--- config.mk ---
export PLATFORM = sky130hd
export DESIGN_NAME = integer_pixel_upscaler_unit
export DESIGN_NICKNAME = d
export VERILOG_FILES = /design/src/rtl/ipu_pkg.sv /design/src/rtl/ipu_regs.sv /design/src/rtl/ipu_ctrl.sv /design/src/rtl/ipu_dp.sv /design/src/rtl/integer_pixel_upscaler_unit.sv
export SDC_FILE = /design/constraint.sdc
export NUM_CORES = 1
export LEC_CHECK = 0
export BUFFER_PORTS_ARGS = -buffer_cell sky130_fd_sc_hd__buf_2
export CAP_MARGIN = 20
export CORE_MARGIN = 2
export CORE_UTILIZATION = 55
export CTS_CLUSTER_SIZE = 20
export DETAILED_ROUTE_END_ITERATION = 12
export PLACE_DENSITY = 0.85
export RECOVER_POWER = 50
export SYNTH_ARGS = -nofsm -noshare
export SYNTH_HDL_FRONTEND = slang
export SYNTH_SLANG_ARGS = --single-unit
--- constraint.sdc ---
create_clock -name i_clk -period 6.2 [get_ports i_clk]
set_input_delay 0.31 -clock i_clk [delete_from_list [all_inputs] [get_ports i_clk]]
set_output_delay 0.31 -clock i_clk [all_outputs]
set_load 0.05 [all_outputs]
--- src/rtl/ipu_pkg.sv ---
// ----------------------------------------------------------------------------
// ipu_pkg
// Shared types and constants of the integer pixel upscaler.
// ----------------------------------------------------------------------------
`default_nettype none

package ipu_pkg;

    localparam int MAX_WIDTH_DEF  = 1024;
    localparam int MAX_HEIGHT_DEF = 1024;
    localparam int MAX_SCALE_DEF  = 16;

    // field widths of the registers and ports
    localparam int DIM_W   = 11;
    localparam int SCALE_W = 5;
    localparam int PIX_W   = 16;
    localparam int DEST_W  = 28;
    localparam int ADDR_W  = 4;
    localparam int DATA_W  = 32;

    // register indexes
    localparam logic [1:0] REG_SOURCE_WIDTH  = 2'd0;
    localparam logic [1:0] REG_SOURCE_HEIGHT = 2'd1;
    localparam logic [1:0] REG_SCALE_FACTOR  = 2'd2;

    typedef enum logic {
        ST_IDLE,
        ST_RUN
    } t_state;

    typedef struct packed {
        logic load;   // latch a new item
        logic emit;   // write one result into the output register
    } t_dp_cmd;

    typedef struct packed {
        logic last_dy;    // the next result is the last one of the item
        logic out_valid;  // output register holds a result
    } t_dp_status;

endpackage

`default_nettype wire

--- src/rtl/ipu_regs.sv ---
// ----------------------------------------------------------------------------
// ipu_regs
// APB register file; gives the clamped width, height and scale.
// ----------------------------------------------------------------------------
`default_nettype none

module ipu_regs #(
    parameter int MAX_WIDTH  = ipu_pkg::MAX_WIDTH_DEF,
    parameter int MAX_HEIGHT = ipu_pkg::MAX_HEIGHT_DEF,
    parameter int MAX_SCALE  = ipu_pkg::MAX_SCALE_DEF
) (
    input  wire logic                         i_clk,
    input  wire logic                         i_rst_n,
    input  wire logic                         psel,
    input  wire logic                         penable,
    input  wire logic                         pwrite,
    input  wire logic [ipu_pkg::ADDR_W-1:0]   paddr,
    input  wire logic [ipu_pkg::DATA_W-1:0]   pwdata,
    output logic      [ipu_pkg::DATA_W-1:0]   prdata,
    output logic                              pready,
    output logic                              o_cfg_clear,
    output logic      [ipu_pkg::DIM_W-1:0]    o_width,
    output logic      [ipu_pkg::DIM_W-1:0]    o_height,
    output logic      [ipu_pkg::SCALE_W-1:0]  o_scale
);
    import ipu_pkg::*;

    logic [DIM_W-1:0]   r_width;
    logic [DIM_W-1:0]   r_height;
    logic [SCALE_W-1:0] r_scale;
    logic [1:0]         wr_index;
    logic               wr_en;

    assign pready   = 1'b1;
    assign wr_index = paddr[3:2];
    assign wr_en    = psel && penable && pwrite;

    always_ff @(posedge i_clk) begin
        if (!i_rst_n) begin
            r_width  <= DIM_W'(1);
            r_height <= DIM_W'(1);
            r_scale  <= SCALE_W'(1);
        end else if (wr_en) begin
            case (wr_index)
                REG_SOURCE_WIDTH:  r_width  <= pwdata[DIM_W-1:0];
                REG_SOURCE_HEIGHT: r_height <= pwdata[DIM_W-1:0];
                REG_SCALE_FACTOR:  r_scale  <= pwdata[SCALE_W-1:0];
                default: ;
            endcase
        end
    end

    // a write to a known register restarts the frame
    always_comb begin
        o_cfg_clear = 1'b0;
        if (wr_en) begin
            case (wr_index)
                REG_SOURCE_WIDTH, REG_SOURCE_HEIGHT, REG_SCALE_FACTOR: o_cfg_clear = 1'b1;
                default: o_cfg_clear = 1'b0;
            endcase
        end
    end

    always_comb begin
        case (wr_index)
            REG_SOURCE_WIDTH:  prdata = DATA_W'(r_width);
            REG_SOURCE_HEIGHT: prdata = DATA_W'(r_height);
            REG_SCALE_FACTOR:  prdata = DATA_W'(r_scale);
            default:           prdata = '0;
        endcase
    end

    // zero reads as one, large values saturate
    always_comb begin
        if (r_width == '0)
            o_width = DIM_W'(1);
        else if (32'(r_width) > MAX_WIDTH)
            o_width = DIM_W'(MAX_WIDTH);
        else
            o_width = r_width;

        if (r_height == '0)
            o_height = DIM_W'(1);
        else if (32'(r_height) > MAX_HEIGHT)
            o_height = DIM_W'(MAX_HEIGHT);
        else
            o_height = r_height;

        if (r_scale == '0)
            o_scale = SCALE_W'(1);
        else if (32'(r_scale) > MAX_SCALE)
            o_scale = SCALE_W'(MAX_SCALE);
        else
            o_scale = r_scale;
    end

endmodule

`default_nettype wire

--- src/rtl/ipu_ctrl.sv ---
// ----------------------------------------------------------------------------
// ipu_ctrl
// Controller: takes an item, then steps the datapath once per scaled row.
// ----------------------------------------------------------------------------
`default_nettype none

module ipu_ctrl (
    input  wire logic                  i_clk,
    input  wire logic                  i_rst_n,
    input  wire logic                  i_in_valid,
    output logic                       o_in_ready,
    input  wire logic                  i_out_ready,
    input  wire ipu_pkg::t_dp_status   i_status,
    output ipu_pkg::t_dp_cmd           o_cmd
);
    import ipu_pkg::*;

    t_state r_state;
    t_state n_state;
    logic   slot_free;

    assign slot_free = !i_status.out_valid || i_out_ready;

    always_ff @(posedge i_clk) begin
        if (!i_rst_n) begin
            r_state <= ST_IDLE;
        end else begin
            r_state <= n_state;
        end
    end

    always_comb begin
        n_state = r_state;
        case (r_state)
            ST_IDLE: begin
                if (i_in_valid) n_state = ST_RUN;
            end
            ST_RUN: begin
                if (slot_free && i_status.last_dy) n_state = ST_IDLE;
            end
            default: n_state = ST_IDLE;
        endcase
    end

    always_comb begin
        o_in_ready = 1'b0;
        o_cmd      = '0;
        case (r_state)
            ST_IDLE: begin
                o_in_ready = 1'b1;
                o_cmd.load = i_in_valid;
            end
            ST_RUN: begin
                o_cmd.emit = slot_free;
            end
            default: ;
        endcase
    end

endmodule

`default_nettype wire

--- src/rtl/ipu_dp.sv ---
// ----------------------------------------------------------------------------
// ipu_dp
// Datapath: source counters, destination index accumulators, output register.
// ----------------------------------------------------------------------------
`default_nettype none

module ipu_dp #(
    parameter int MAX_WIDTH  = ipu_pkg::MAX_WIDTH_DEF,
    parameter int MAX_HEIGHT = ipu_pkg::MAX_HEIGHT_DEF,
    parameter int MAX_SCALE  = ipu_pkg::MAX_SCALE_DEF
) (
    input  wire logic                         i_clk,
    input  wire logic                         i_rst_n,
    input  wire ipu_pkg::t_dp_cmd             i_cmd,
    output ipu_pkg::t_dp_status               o_status,
    input  wire logic                         i_cfg_clear,
    input  wire logic [ipu_pkg::DIM_W-1:0]    i_width,
    input  wire logic [ipu_pkg::DIM_W-1:0]    i_height,
    input  wire logic [ipu_pkg::SCALE_W-1:0]  i_scale,
    input  wire logic [ipu_pkg::PIX_W-1:0]    i_pixel_value,
    input  wire logic                         i_out_ready,
    output logic                              o_out_valid,
    output logic      [ipu_pkg::PIX_W-1:0]    o_fill_value,
    output logic      [ipu_pkg::DEST_W-1:0]   o_dest_index,
    output logic      [ipu_pkg::SCALE_W-1:0]  o_run_length,
    output logic                              o_last_of_run,
    output logic                              o_frame_done
);
    import ipu_pkg::*;

    localparam int CW = (MAX_WIDTH  > 1) ? $clog2(MAX_WIDTH)  : 1;
    localparam int RW = (MAX_HEIGHT > 1) ? $clog2(MAX_HEIGHT) : 1;
    localparam int DW = (MAX_SCALE  > 1) ? $clog2(MAX_SCALE)  : 1;

    logic [CW-1:0]     r_col;
    logic [RW-1:0]     r_row;
    logic [DW-1:0]     r_dy;
    logic [DEST_W-1:0] r_row_base;   // row*s*dst_w
    logic [DEST_W-1:0] r_row_acc;    // row_base + dy*dst_w
    logic [DEST_W-1:0] r_col_off;    // col*s
    logic [DEST_W-1:0] r_dst_w;
    logic [PIX_W-1:0]  r_pix;
    logic              r_last_col;
    logic              r_last_row;
    logic              r_out_valid;

    logic [15:0]       dst_w_prod;
    logic              last_dy;
    logic [DEST_W-1:0] n_row_acc;

    assign dst_w_prod = {5'b0, i_width} * {11'b0, i_scale};
    assign last_dy    = (6'(r_dy) + 6'd1) == 6'(i_scale);
    assign n_row_acc  = r_row_acc + r_dst_w;

    assign o_status.last_dy   = last_dy;
    assign o_status.out_valid = r_out_valid;
    assign o_out_valid        = r_out_valid;

    always_ff @(posedge i_clk) begin
        if (!i_rst_n) begin
            r_col       <= '0;
            r_row       <= '0;
            r_dy        <= '0;
            r_row_base  <= '0;
            r_row_acc   <= '0;
            r_col_off   <= '0;
            r_out_valid <= 1'b0;
        end else begin
            if (i_cmd.emit) begin
                r_out_valid <= 1'b1;
            end else if (i_out_ready) begin
                r_out_valid <= 1'b0;
            end

            if (i_cfg_clear) begin
                r_col      <= '0;
                r_row      <= '0;
                r_row_base <= '0;
                r_row_acc  <= '0;
                r_col_off  <= '0;
            end else if (i_cmd.load) begin
                r_dy <= '0;
            end else if (i_cmd.emit) begin
                if (!last_dy) begin
                    r_dy      <= r_dy + DW'(1);
                    r_row_acc <= n_row_acc;
                end else if (r_last_col) begin
                    r_col     <= '0;
                    r_col_off <= '0;
                    if (r_last_row) begin
                        r_row      <= '0;
                        r_row_base <= '0;
                        r_row_acc  <= '0;
                    end else begin
                        // accumulator has walked s rows: next source row start
                        r_row      <= r_row + RW'(1);
                        r_row_base <= n_row_acc;
                        r_row_acc  <= n_row_acc;
                    end
                end else begin
                    r_col     <= r_col + CW'(1);
                    r_col_off <= r_col_off + DEST_W'(i_scale);
                    r_row_acc <= r_row_base;
                end
            end
        end
    end

    // item payload and flags
    always_ff @(posedge i_clk) begin
        if (i_cmd.load) begin
            r_pix      <= i_pixel_value;
            r_dst_w    <= DEST_W'(dst_w_prod);
            r_last_col <= (32'(r_col) + 32'd1) >= 32'(i_width);
            r_last_row <= (32'(r_row) + 32'd1) >= 32'(i_height);
        end
    end

    always_ff @(posedge i_clk) begin
        if (i_cmd.emit) begin
            o_fill_value  <= r_pix;
            o_dest_index  <= r_row_acc + r_col_off;
            o_run_length  <= i_scale;
            o_last_of_run <= last_dy;
            o_frame_done  <= r_last_col && r_last_row;
        end
    end

endmodule

`default_nettype wire

--- src/rtl/integer_pixel_upscaler_unit.sv ---
// ----------------------------------------------------------------------------
// integer_pixel_upscaler_unit
// Nearest-neighbor integer upscaler for RGB565 pixels in raster order.
// ----------------------------------------------------------------------------
//  channel   direction  signals                                   accept
//  input     in         i_in_valid/o_in_ready, i_pixel_value      valid && ready
//  output    out        o_out_valid/i_out_ready, o_fill_value,    valid && ready
//                       o_dest_index, o_run_length,
//                       o_last_of_run, o_frame_done
//  config    in         psel/penable/pwrite/paddr/pwdata/prdata   psel&penable&pwrite
//
//  an item gives scale results, one per cycle from the output register while
//  the output is not stalled, and the next item can be taken the cycle after
//  its last result is loaded.
//  an output stall holds the controller; the last result of an item may wait
//  while the next item is accepted.
//  synchronous active-low reset clears counters, state and output valid.
// ----------------------------------------------------------------------------
`default_nettype none

module integer_pixel_upscaler_unit #(
    parameter int MAX_WIDTH  = ipu_pkg::MAX_WIDTH_DEF,
    parameter int MAX_HEIGHT = ipu_pkg::MAX_HEIGHT_DEF,
    parameter int MAX_SCALE  = ipu_pkg::MAX_SCALE_DEF
) (
    input  wire logic                         i_clk,
    input  wire logic                         i_rst_n,
    input  wire logic                         psel,
    input  wire logic                         penable,
    input  wire logic                         pwrite,
    input  wire logic [ipu_pkg::ADDR_W-1:0]   paddr,
    input  wire logic [ipu_pkg::DATA_W-1:0]   pwdata,
    output logic      [ipu_pkg::DATA_W-1:0]   prdata,
    output logic                              pready,
    input  wire logic                         i_in_valid,
    output logic                              o_in_ready,
    input  wire logic [ipu_pkg::PIX_W-1:0]    i_pixel_value,
    output logic                              o_out_valid,
    input  wire logic                         i_out_ready,
    output logic      [ipu_pkg::PIX_W-1:0]    o_fill_value,
    output logic      [ipu_pkg::DEST_W-1:0]   o_dest_index,
    output logic      [ipu_pkg::SCALE_W-1:0]  o_run_length,
    output logic                              o_last_of_run,
    output logic                              o_frame_done
);
    import ipu_pkg::*;

    logic               cfg_clear;
    logic [DIM_W-1:0]   width;
    logic [DIM_W-1:0]   height;
    logic [SCALE_W-1:0] scale;
    t_dp_cmd            cmd;
    t_dp_status         status;

    ipu_regs #(
        .MAX_WIDTH  (MAX_WIDTH),
        .MAX_HEIGHT (MAX_HEIGHT),
        .MAX_SCALE  (MAX_SCALE)
    ) u_regs (
        .i_clk       (i_clk),
        .i_rst_n     (i_rst_n),
        .psel        (psel),
        .penable     (penable),
        .pwrite      (pwrite),
        .paddr       (paddr),
        .pwdata      (pwdata),
        .prdata      (prdata),
        .pready      (pready),
        .o_cfg_clear (cfg_clear),
        .o_width     (width),
        .o_height    (height),
        .o_scale     (scale)
    );

    ipu_ctrl u_ctrl (
        .i_clk       (i_clk),
        .i_rst_n     (i_rst_n),
        .i_in_valid  (i_in_valid),
        .o_in_ready  (o_in_ready),
        .i_out_ready (i_out_ready),
        .i_status    (status),
        .o_cmd       (cmd)
    );

    ipu_dp #(
        .MAX_WIDTH  (MAX_WIDTH),
        .MAX_HEIGHT (MAX_HEIGHT),
        .MAX_SCALE  (MAX_SCALE)
    ) u_dp (
        .i_clk         (i_clk),
        .i_rst_n       (i_rst_n),
        .i_cmd         (cmd),
        .o_status      (status),
        .i_cfg_clear   (cfg_clear),
        .i_width       (width),
        .i_height      (height),
        .i_scale       (scale),
        .i_pixel_value (i_pixel_value),
        .i_out_ready   (i_out_ready),
        .o_out_valid   (o_out_valid),
        .o_fill_value  (o_fill_value),
        .o_dest_index  (o_dest_index),
        .o_run_length  (o_run_length),
        .o_last_of_run (o_last_of_run),
        .o_frame_done  (o_frame_done)
    );

endmodule

`default_nettype wire

==> impl_results.md, run 1 <==
- Run status: finished with violations
- Violated checks: max-capacitance violations, max-slew violations
- Routed len/inst: 17.1 um
- Slew HR: -169%
- Slew @ Worst Pin: 4030 ps
- Hpwl dp: 22.4 mm
- Routed wire length: 32.5 mm
- Antenna cells: 0
- Cell repeated most along the worst path: fa_1
- RD Place Congestion: 0.948
- Pwr/cell area: 242 nW/um^2
- Prevailing post-synth register cell: dfxtp_1
- Starting Density: 55.6%
- Row count: 57
- Antenna violations before repair: 0
- Final net count: 1745
- Worst EP required: 6550 ps
- Worst hold start: pwdata[8]
- Drt drc: 0
- Ys Warns: 0
- Worst path max stage delay: 550 ps
- Port Buffers: 99
- Postcts setup bufs: 0
- Die height: 160 um
- Switching share of power: 29.4%
- Worst EP arrival: 5560 ps
- R2R depth: 17
- Switching Power: 1.07 mW
- Mapped Area: 13400 um^2
- MaxCap Viol Count: 2
- IO Pins: 145
- Synth Area per Inst: 9.25 um^2
- Cell count of the worst hold path: 3
- Fin. Hold Viols: 0
- RSZ-0062 raised after global routing: false
- First-pass iteration count of the detailed router: 6
- Final Max Slew Viols: 112
- Worst-Skew Late Latency: 530 ps
- CP Launch Type: flip-flop
- CP cell instances: or4_1 -> nor4_1 -> o21ai_0 -> inv_1 -> nand2_1 -> fa_1 -> fa_1 -> fa_1 -> inv_1 -> ha_1 -> a21oi_1 -> o21bai_1 -> a31oi_1 -> o21ai_0 -> o211ai_1 -> nor3_1 -> nor4_1
- P_int: 2.56 mW
- Initial drt markers: 910
- Finished Layout Cells: 1902
- Hold/Removal Path Class: input pin to flip-flop
- Min Clock Period, post-route: 5210 ps
- Placed cells: 1841
- Vias: 11100
- Reg clk slew, reported paths: 60 ps
- WS Path Type: flip-flop to flip-flop
- Yosys reg bits: 222
- Vias in the first global route: 10700
- Synth-to-layout area growth: 11.9%
- Synth async-reset ratio: 0%
- Die W: 160 um
- Reg-to-Reg Start: u_regs.r_width[4]
- Congestion Overflow GR: 0
- Pin count of the biggest net entering global routing: 75
- Root buffer cell: clkbuf_16
- Crit path launch: u_regs.r_width[4]
- Place WS: 1040 ps
- Cts repair resizes: 0
- Clock network fraction of total power: 38.9%
- CTS Sinks: 222
- Placeable Area: 24200 um^2
- DRT antenna net count: 0
- Sequential Power Share: 45.2%
- Layout Cell Area excl Fill: 15000 um^2
- Post-DR vias/cell: 5.84
- Max VDD drop: 0.191 mV
- Post-CTS Hold Buffers: 16
- Netlist cell types: 69
- Number of flops mapped to enable cells by yosys: 85
- Clock tree from TritonCTS: done
- Sequential area share after synthesis: 39.4%
- Synthesized instance count: 1452
- Total GRT Usage: 24.7%
- Slowest cell on crit path: fa_1
- Setup Viol. Count Final: 0
- Clock buffer count from CTS: 24
- Instance area after placement: 14200 um^2
- Final WS setup: 995 ps
- Fmax: 0.192 GHz
- CTS Buffer Depth: 3
- Comb pwr share: 15.9%
- Worst Clk Skew: 21.5 ps
- Post-route setup TNS: 0 ps
- Fraction of layout cells with a size suffix above 1: 6.34%
- Crit end category: flip-flop
- Fraction of the cycle the final worst path needs: 84.0%
- H-tree levels: 1
- P_leak: 6.07 nW
- Full die area: 25700 um^2
- Global-route wire length before repair: 52.3 mm
- Crit-path max FO: 5
==> placed cells by master, fill, tap and decap left out, types with 8 or more instances in the layout <==
cell             n
nor2_1         152
nand2_1        151
dfxtp_1        137
ha_1            96
edfxtp_1        85
a21oi_1         81
inv_1           74
clkbuf_1        74
xnor2_1         70
o21ai_0         65
nand3_1         39
xor2_1          35
nor2b_1         34
buf_2           34
mux2i_1         31
fa_1            30
nor3_1          29
a21o_1          27
clkbuf_16       24
conb_1          22
and3_1          18
dlygate4sd3_1   16
a31oi_1         15
a221oi_1        15
a21boi_0        13
o21bai_1        12
buf_4           12
nor3b_1         11
o21a_1          11
or3_1           10
o211ai_1        10
a22o_1          10
nand2b_1         9
nand4_1          9
or4_1            8
nor4_1           8
==> registers in the layout, summed over array words and instances, names as in the netlist, 5 cells and up <==
name	flops
u_dp.r_row_base	28
u_dp.r_pix	16
u_dp.o_dest_index	28
u_dp.r_row	10
u_regs.r_scale	5
u_dp.r_row_acc	28
u_regs.r_height	11
u_dp.o_run_length	5
u_dp.r_dst_w	16
u_regs.r_width	11
u_dp.o_fill_value	16
u_dp.r_col_off	28
u_dp.r_col	10
==> routing by layer <==
layer	global-route usage [%]	up-vias	wire [um]
met2	43.8	475	16000
met4	8.93	0	968
met3	3.58	72	2390
li1	-	5321	-
met5	0	-	0
met1	30.6	5233	13200
==> power groups by stage <==
| stage | registers, mW | clock network, mW | logic, mW |
|---|---|---|---|
| after CTS | 1.63 | 1.43 | 0.578 |
| after global placement | 1.66 | 0 | 0.552 |
| after global routing | 1.64 | 1.48 | 0.617 |
| after floorplan | 1.75 | 0 | 0.338 |
| after detailed placement | 1.66 | 0 | 0.565 |
| final | 1.64 | 1.41 | 0.578 |
==> synthesized netlist by cell type (31+ instances only) <==
library cell	count	area share (%)
a21oi_1	82	3.1
clkbuf_1	41	1.1
dfxtp_1	137	20
edfxtp_1	85	19
ha_1	96	8.9
inv_1	73	2.0
mux2i_1	31	2.3
nand2_1	151	4.2
nand3_1	39	1.5
nor2_1	152	4.2
nor2b_1	34	1.6
o21ai_0	65	2.4
xnor2_1	70	4.6
xor2_1	35	2.3
==> final cells by class <==
type	count	area [um^2]
clock inverter	15	144
sequential	222	5300
inverter	77	289
fill	1951	9150
clock buffer	29	629
timing repair buffer	132	683
multi-input combinational	1103	7580
tap	324	405
==> stage by stage <==
step	hold WS, ps	total power [mW]	utilization (%)
5_1_grt	61.9	3.74	62.2
6_report	47.9	3.63	62.2
2_1_floorplan	400	2.09	-
4_1_cts	43.3	3.64	62.5
3_5_place_dp	405	2.23	58.7
3_3_place_gp	401	2.21	58.7
==> kinds of logic (layout without fill, tap and decap cells) <==
kind of cell	after synthesis	in the layout	synth area share, %
DFF	222	222	39.4
buffers and inverters	147	253	4.83
adders and majority gates	126	126	13.4
and+or+nand+nor	506	506	17.8
xor gates and xnor gates	106	106	7.01
other	2	22	0.0559
AOI/OAI and AO/OA	312	312	15.2
muxes	31	31	2.31
==> worst paths after layout <==
path | endpoint | slack, ps
hold reg to reg | u_dp.o_fill_value[15] | 420
setup reg to reg | u_dp.r_dst_w[15] | 990
setup / recovery | u_dp.r_dst_w[15] | 990
hold / removal | u_regs.r_width[8] | 50
==> critical path: cells and delay by family, from the launching register on <==
family / cells / cell delay (ps)
AOI/OAI and AO/OA: 6 / 1370
and+or+nand+nor: 5 / 1200
buffers and inverters: 2 / 210
DFF: 1 / 330
adders and majority gates: 4 / 1940
No activity file was read; power rests on OpenSTA's default activity.
==> run 2, diff against run 1 <==
--- a/config.mk
+++ b/config.mk
@@ -8,10 +8,10 @@
 export BUFFER_PORTS_ARGS = -buffer_cell sky130_fd_sc_hd__buf_2
 export CAP_MARGIN = 20
 export CORE_MARGIN = 2
-export CORE_UTILIZATION = 55
+export CORE_UTILIZATION = 54
 export CTS_CLUSTER_SIZE = 20
 export DETAILED_ROUTE_END_ITERATION = 12
-export PLACE_DENSITY = 0.85
+export PLACE_DENSITY = 0.87
 export RECOVER_POWER = 50
 export SYNTH_ARGS = -nofsm -noshare
 export SYNTH_HDL_FRONTEND = slang
==> constraint.sdc (replaced) <==
create_clock -name i_clk -period 4.6 [get_ports i_clk]
set_input_delay 0.23 -clock i_clk [delete_from_list [all_inputs] [get_ports i_clk]]
set_output_delay 0.23 -clock i_clk [all_outputs]
set_load 0.05 [all_outputs]
==> run 2 against run 1 <==
Maximum frequency is 6.9% higher. Critical endpoint is now u_dp.r_dst_w[12]. Final area is 3.6% higher. Die area is 1.8% higher. The flow finishes with violations (negative setup slack). Largest power group unchanged.
==> impl_results.md, run 2 (synthesized netlist as in run 1, its figures left out) <==
- Run status: finished with violations
- Violated checks: negative setup slack
- CTS Sinks: 222
- Final net count: 1786
- Post-DR vias/cell: 5.94
- Row count: 57
- Worst-Skew Late Latency: 530 ps
- Met2 GRT Util: 44.9%
- Post-route setup TNS: -729 ps
- First-pass iteration count of the detailed router: 6
- Worst Clk Skew: 24.6 ps
- Commonest non-fill, non-tap cell in the layout: nor2_1
- Pwr/cell area: 312 nW/um^2
- Initial drt markers: 1134
- Fin. Hold Viols: 0
- Starting Density: 55.1%
- Congestion Overflow GR: 0
- MaxCap Viol Count: 0
- Global-route wire length before repair: 53.9 mm
- Root buffer cell: clkbuf_16
- Placeable Area: 24400 um^2
- Filler Cells Inserted: 1862
- Antenna violations before repair: 0
- Reg clk slew, reported paths: 60 ps
- Slowest cell on crit path: fa_1
- Most frequent cells in the layout: 151 x nor2_1, 150 x nand2_1, 136 x dfxtp_1
- Instance area after placement: 14400 um^2
- RD Place Congestion: 0.935
- Port Buffers: 99
- Pin count of the biggest net entering global routing: 73
- Final WS setup: -270 ps
- Synth-to-layout area growth: 15.9%
- Slew @ Worst Pin: 1050 ps
- Worst EP arrival: 5150 ps
- IO Pins: 145
- Vias in the first global route: 11300
- Met3 usage: 4.44%
- Layout Cell Area excl Fill: 15600 um^2
- Setup Viol. Count Final: 6
- Crit end category: flip-flop
- Min Clock Period, post-route: 4870 ps
- Die W: 162 um
- Slew HR: 29.6%
- Vias: 11500
- Final Max Slew Viols: 0
- Routed wire length: 34.4 mm
- CP cell instances: or4_4 -> nor4_2 -> o21ai_1 -> inv_1 -> nand2_2 -> fa_1 -> fa_1 -> fa_1 -> inv_2 -> ha_4 -> a21o_1 -> a21oi_2 -> nor2b_1 -> o21ai_1 -> a31oi_2 -> a41oi_2 -> nor2b_4 -> xnor2_2
- Die height: 162 um
- Drt drc: 0
- Fmax: 0.205 GHz
- H-tree levels: 1
- GR Util met1: 29.6%
- CP Launch Type: flip-flop
- Full die area: 26200 um^2
- Cell repeated most along the worst path: fa_1
- CTS Buffer Depth: 3
- Worst path max stage delay: 560 ps
- Crit-path max FO: 3
- Routed len/inst: 17.7 um
- Total GRT Usage: 25.0%
- Hpwl dp: 23.2 mm
- Busiest grt layer: met2
- RSZ-0062 raised after global routing: true
- WS Path Type: flip-flop to flip-flop
- Fraction of layout cells with a size suffix above 1: 14.4%
- Hold/Removal Path Class: input pin to flip-flop
- Fraction of the cycle the final worst path needs: 106%
- Clock tree from TritonCTS: done
- Max VDD drop: 0.239 mV
- Worst EP required: 4880 ps
- Clock buffer count from CTS: 23
- P_leak: 6.51 nW
- DRT antenna net count: 0
run 2: layout make-up:
type                    instances  area (um^2)  area share, %
well taps                     324          405           2.60
diodes                          1         2.50         0.0161
clock inverters                11         90.1          0.578
clock buffers                  31          661           4.24
multi-input cells            1103         7710           49.5
flip-flops and latches        222         5300           34.0
inverters                      77          289           1.86
repair buffers                174         1110           7.16
run 2: stage by stage:
step                      hold slack, ps  setup WS (ps)  std cells  total power, mW  utilization, %
after CTS                           6.13           12.9       1936             4.87            63.3
after global routing                25.3           -337       1942             5.03            63.8
after floorplan                      329           28.0       1472             2.81               -
final                               7.47           -270       1943             4.86            63.9
after detailed placement             405           -276       1866             3.01            59.0
after global placement               401          -90.7       1866             2.99            59.0
run 2: routing by layer:
layer	vias to the layer above	part of all wire (%)	wire length [um]
met2	574	49	17000
met5	-	0	0
li1	5377	-	-
met4	0	4.8	1640
met1	5458	39	13300
met3	139	7.2	2490
run 2: worst max-delay path, delay by kind of cell, from the launching register on:
family / cells / cell delay (ps)
adders and majority gates: 4 / 1770
AOI/OAI and AO/OA: 6 / 1230
and+or+nand+nor: 5 / 1110
DFF: 1 / 320
buffers and inverters: 2 / 150
xor gates and xnor gates: 1 / 70
run 2: timing repair:
item,CTS,global route
endpoints found under the setup margin,4,7
gates resized for setup,8,19
hold endpoints to repair,22,0
pin swaps,12,25
hold buffers,21,0
gates cloned,0,0
buffers inserted,7,5
run 2: worst paths after layout:
path | from | to | slack [ps] | depth (start not counted)
min | pwdata[8] | u_regs.r_height[8] | 7 | 3
max | u_regs.r_width[4] | u_dp.r_dst_w[12] | -270 | 18
min reg2reg | u_dp.r_pix[8] | u_dp.o_fill_value[8] | 410 | 0
max reg2reg | u_regs.r_width[4] | u_dp.r_dst_w[12] | -270 | 18
run 2: where the power goes:
group	total, mW	switching [mW]	internal [mW]
logic	0.807	0.571	0.236
clock network	1.85	0.784	1.07
registers	2.20	0.0576	2.14
total	4.86	1.41	3.45
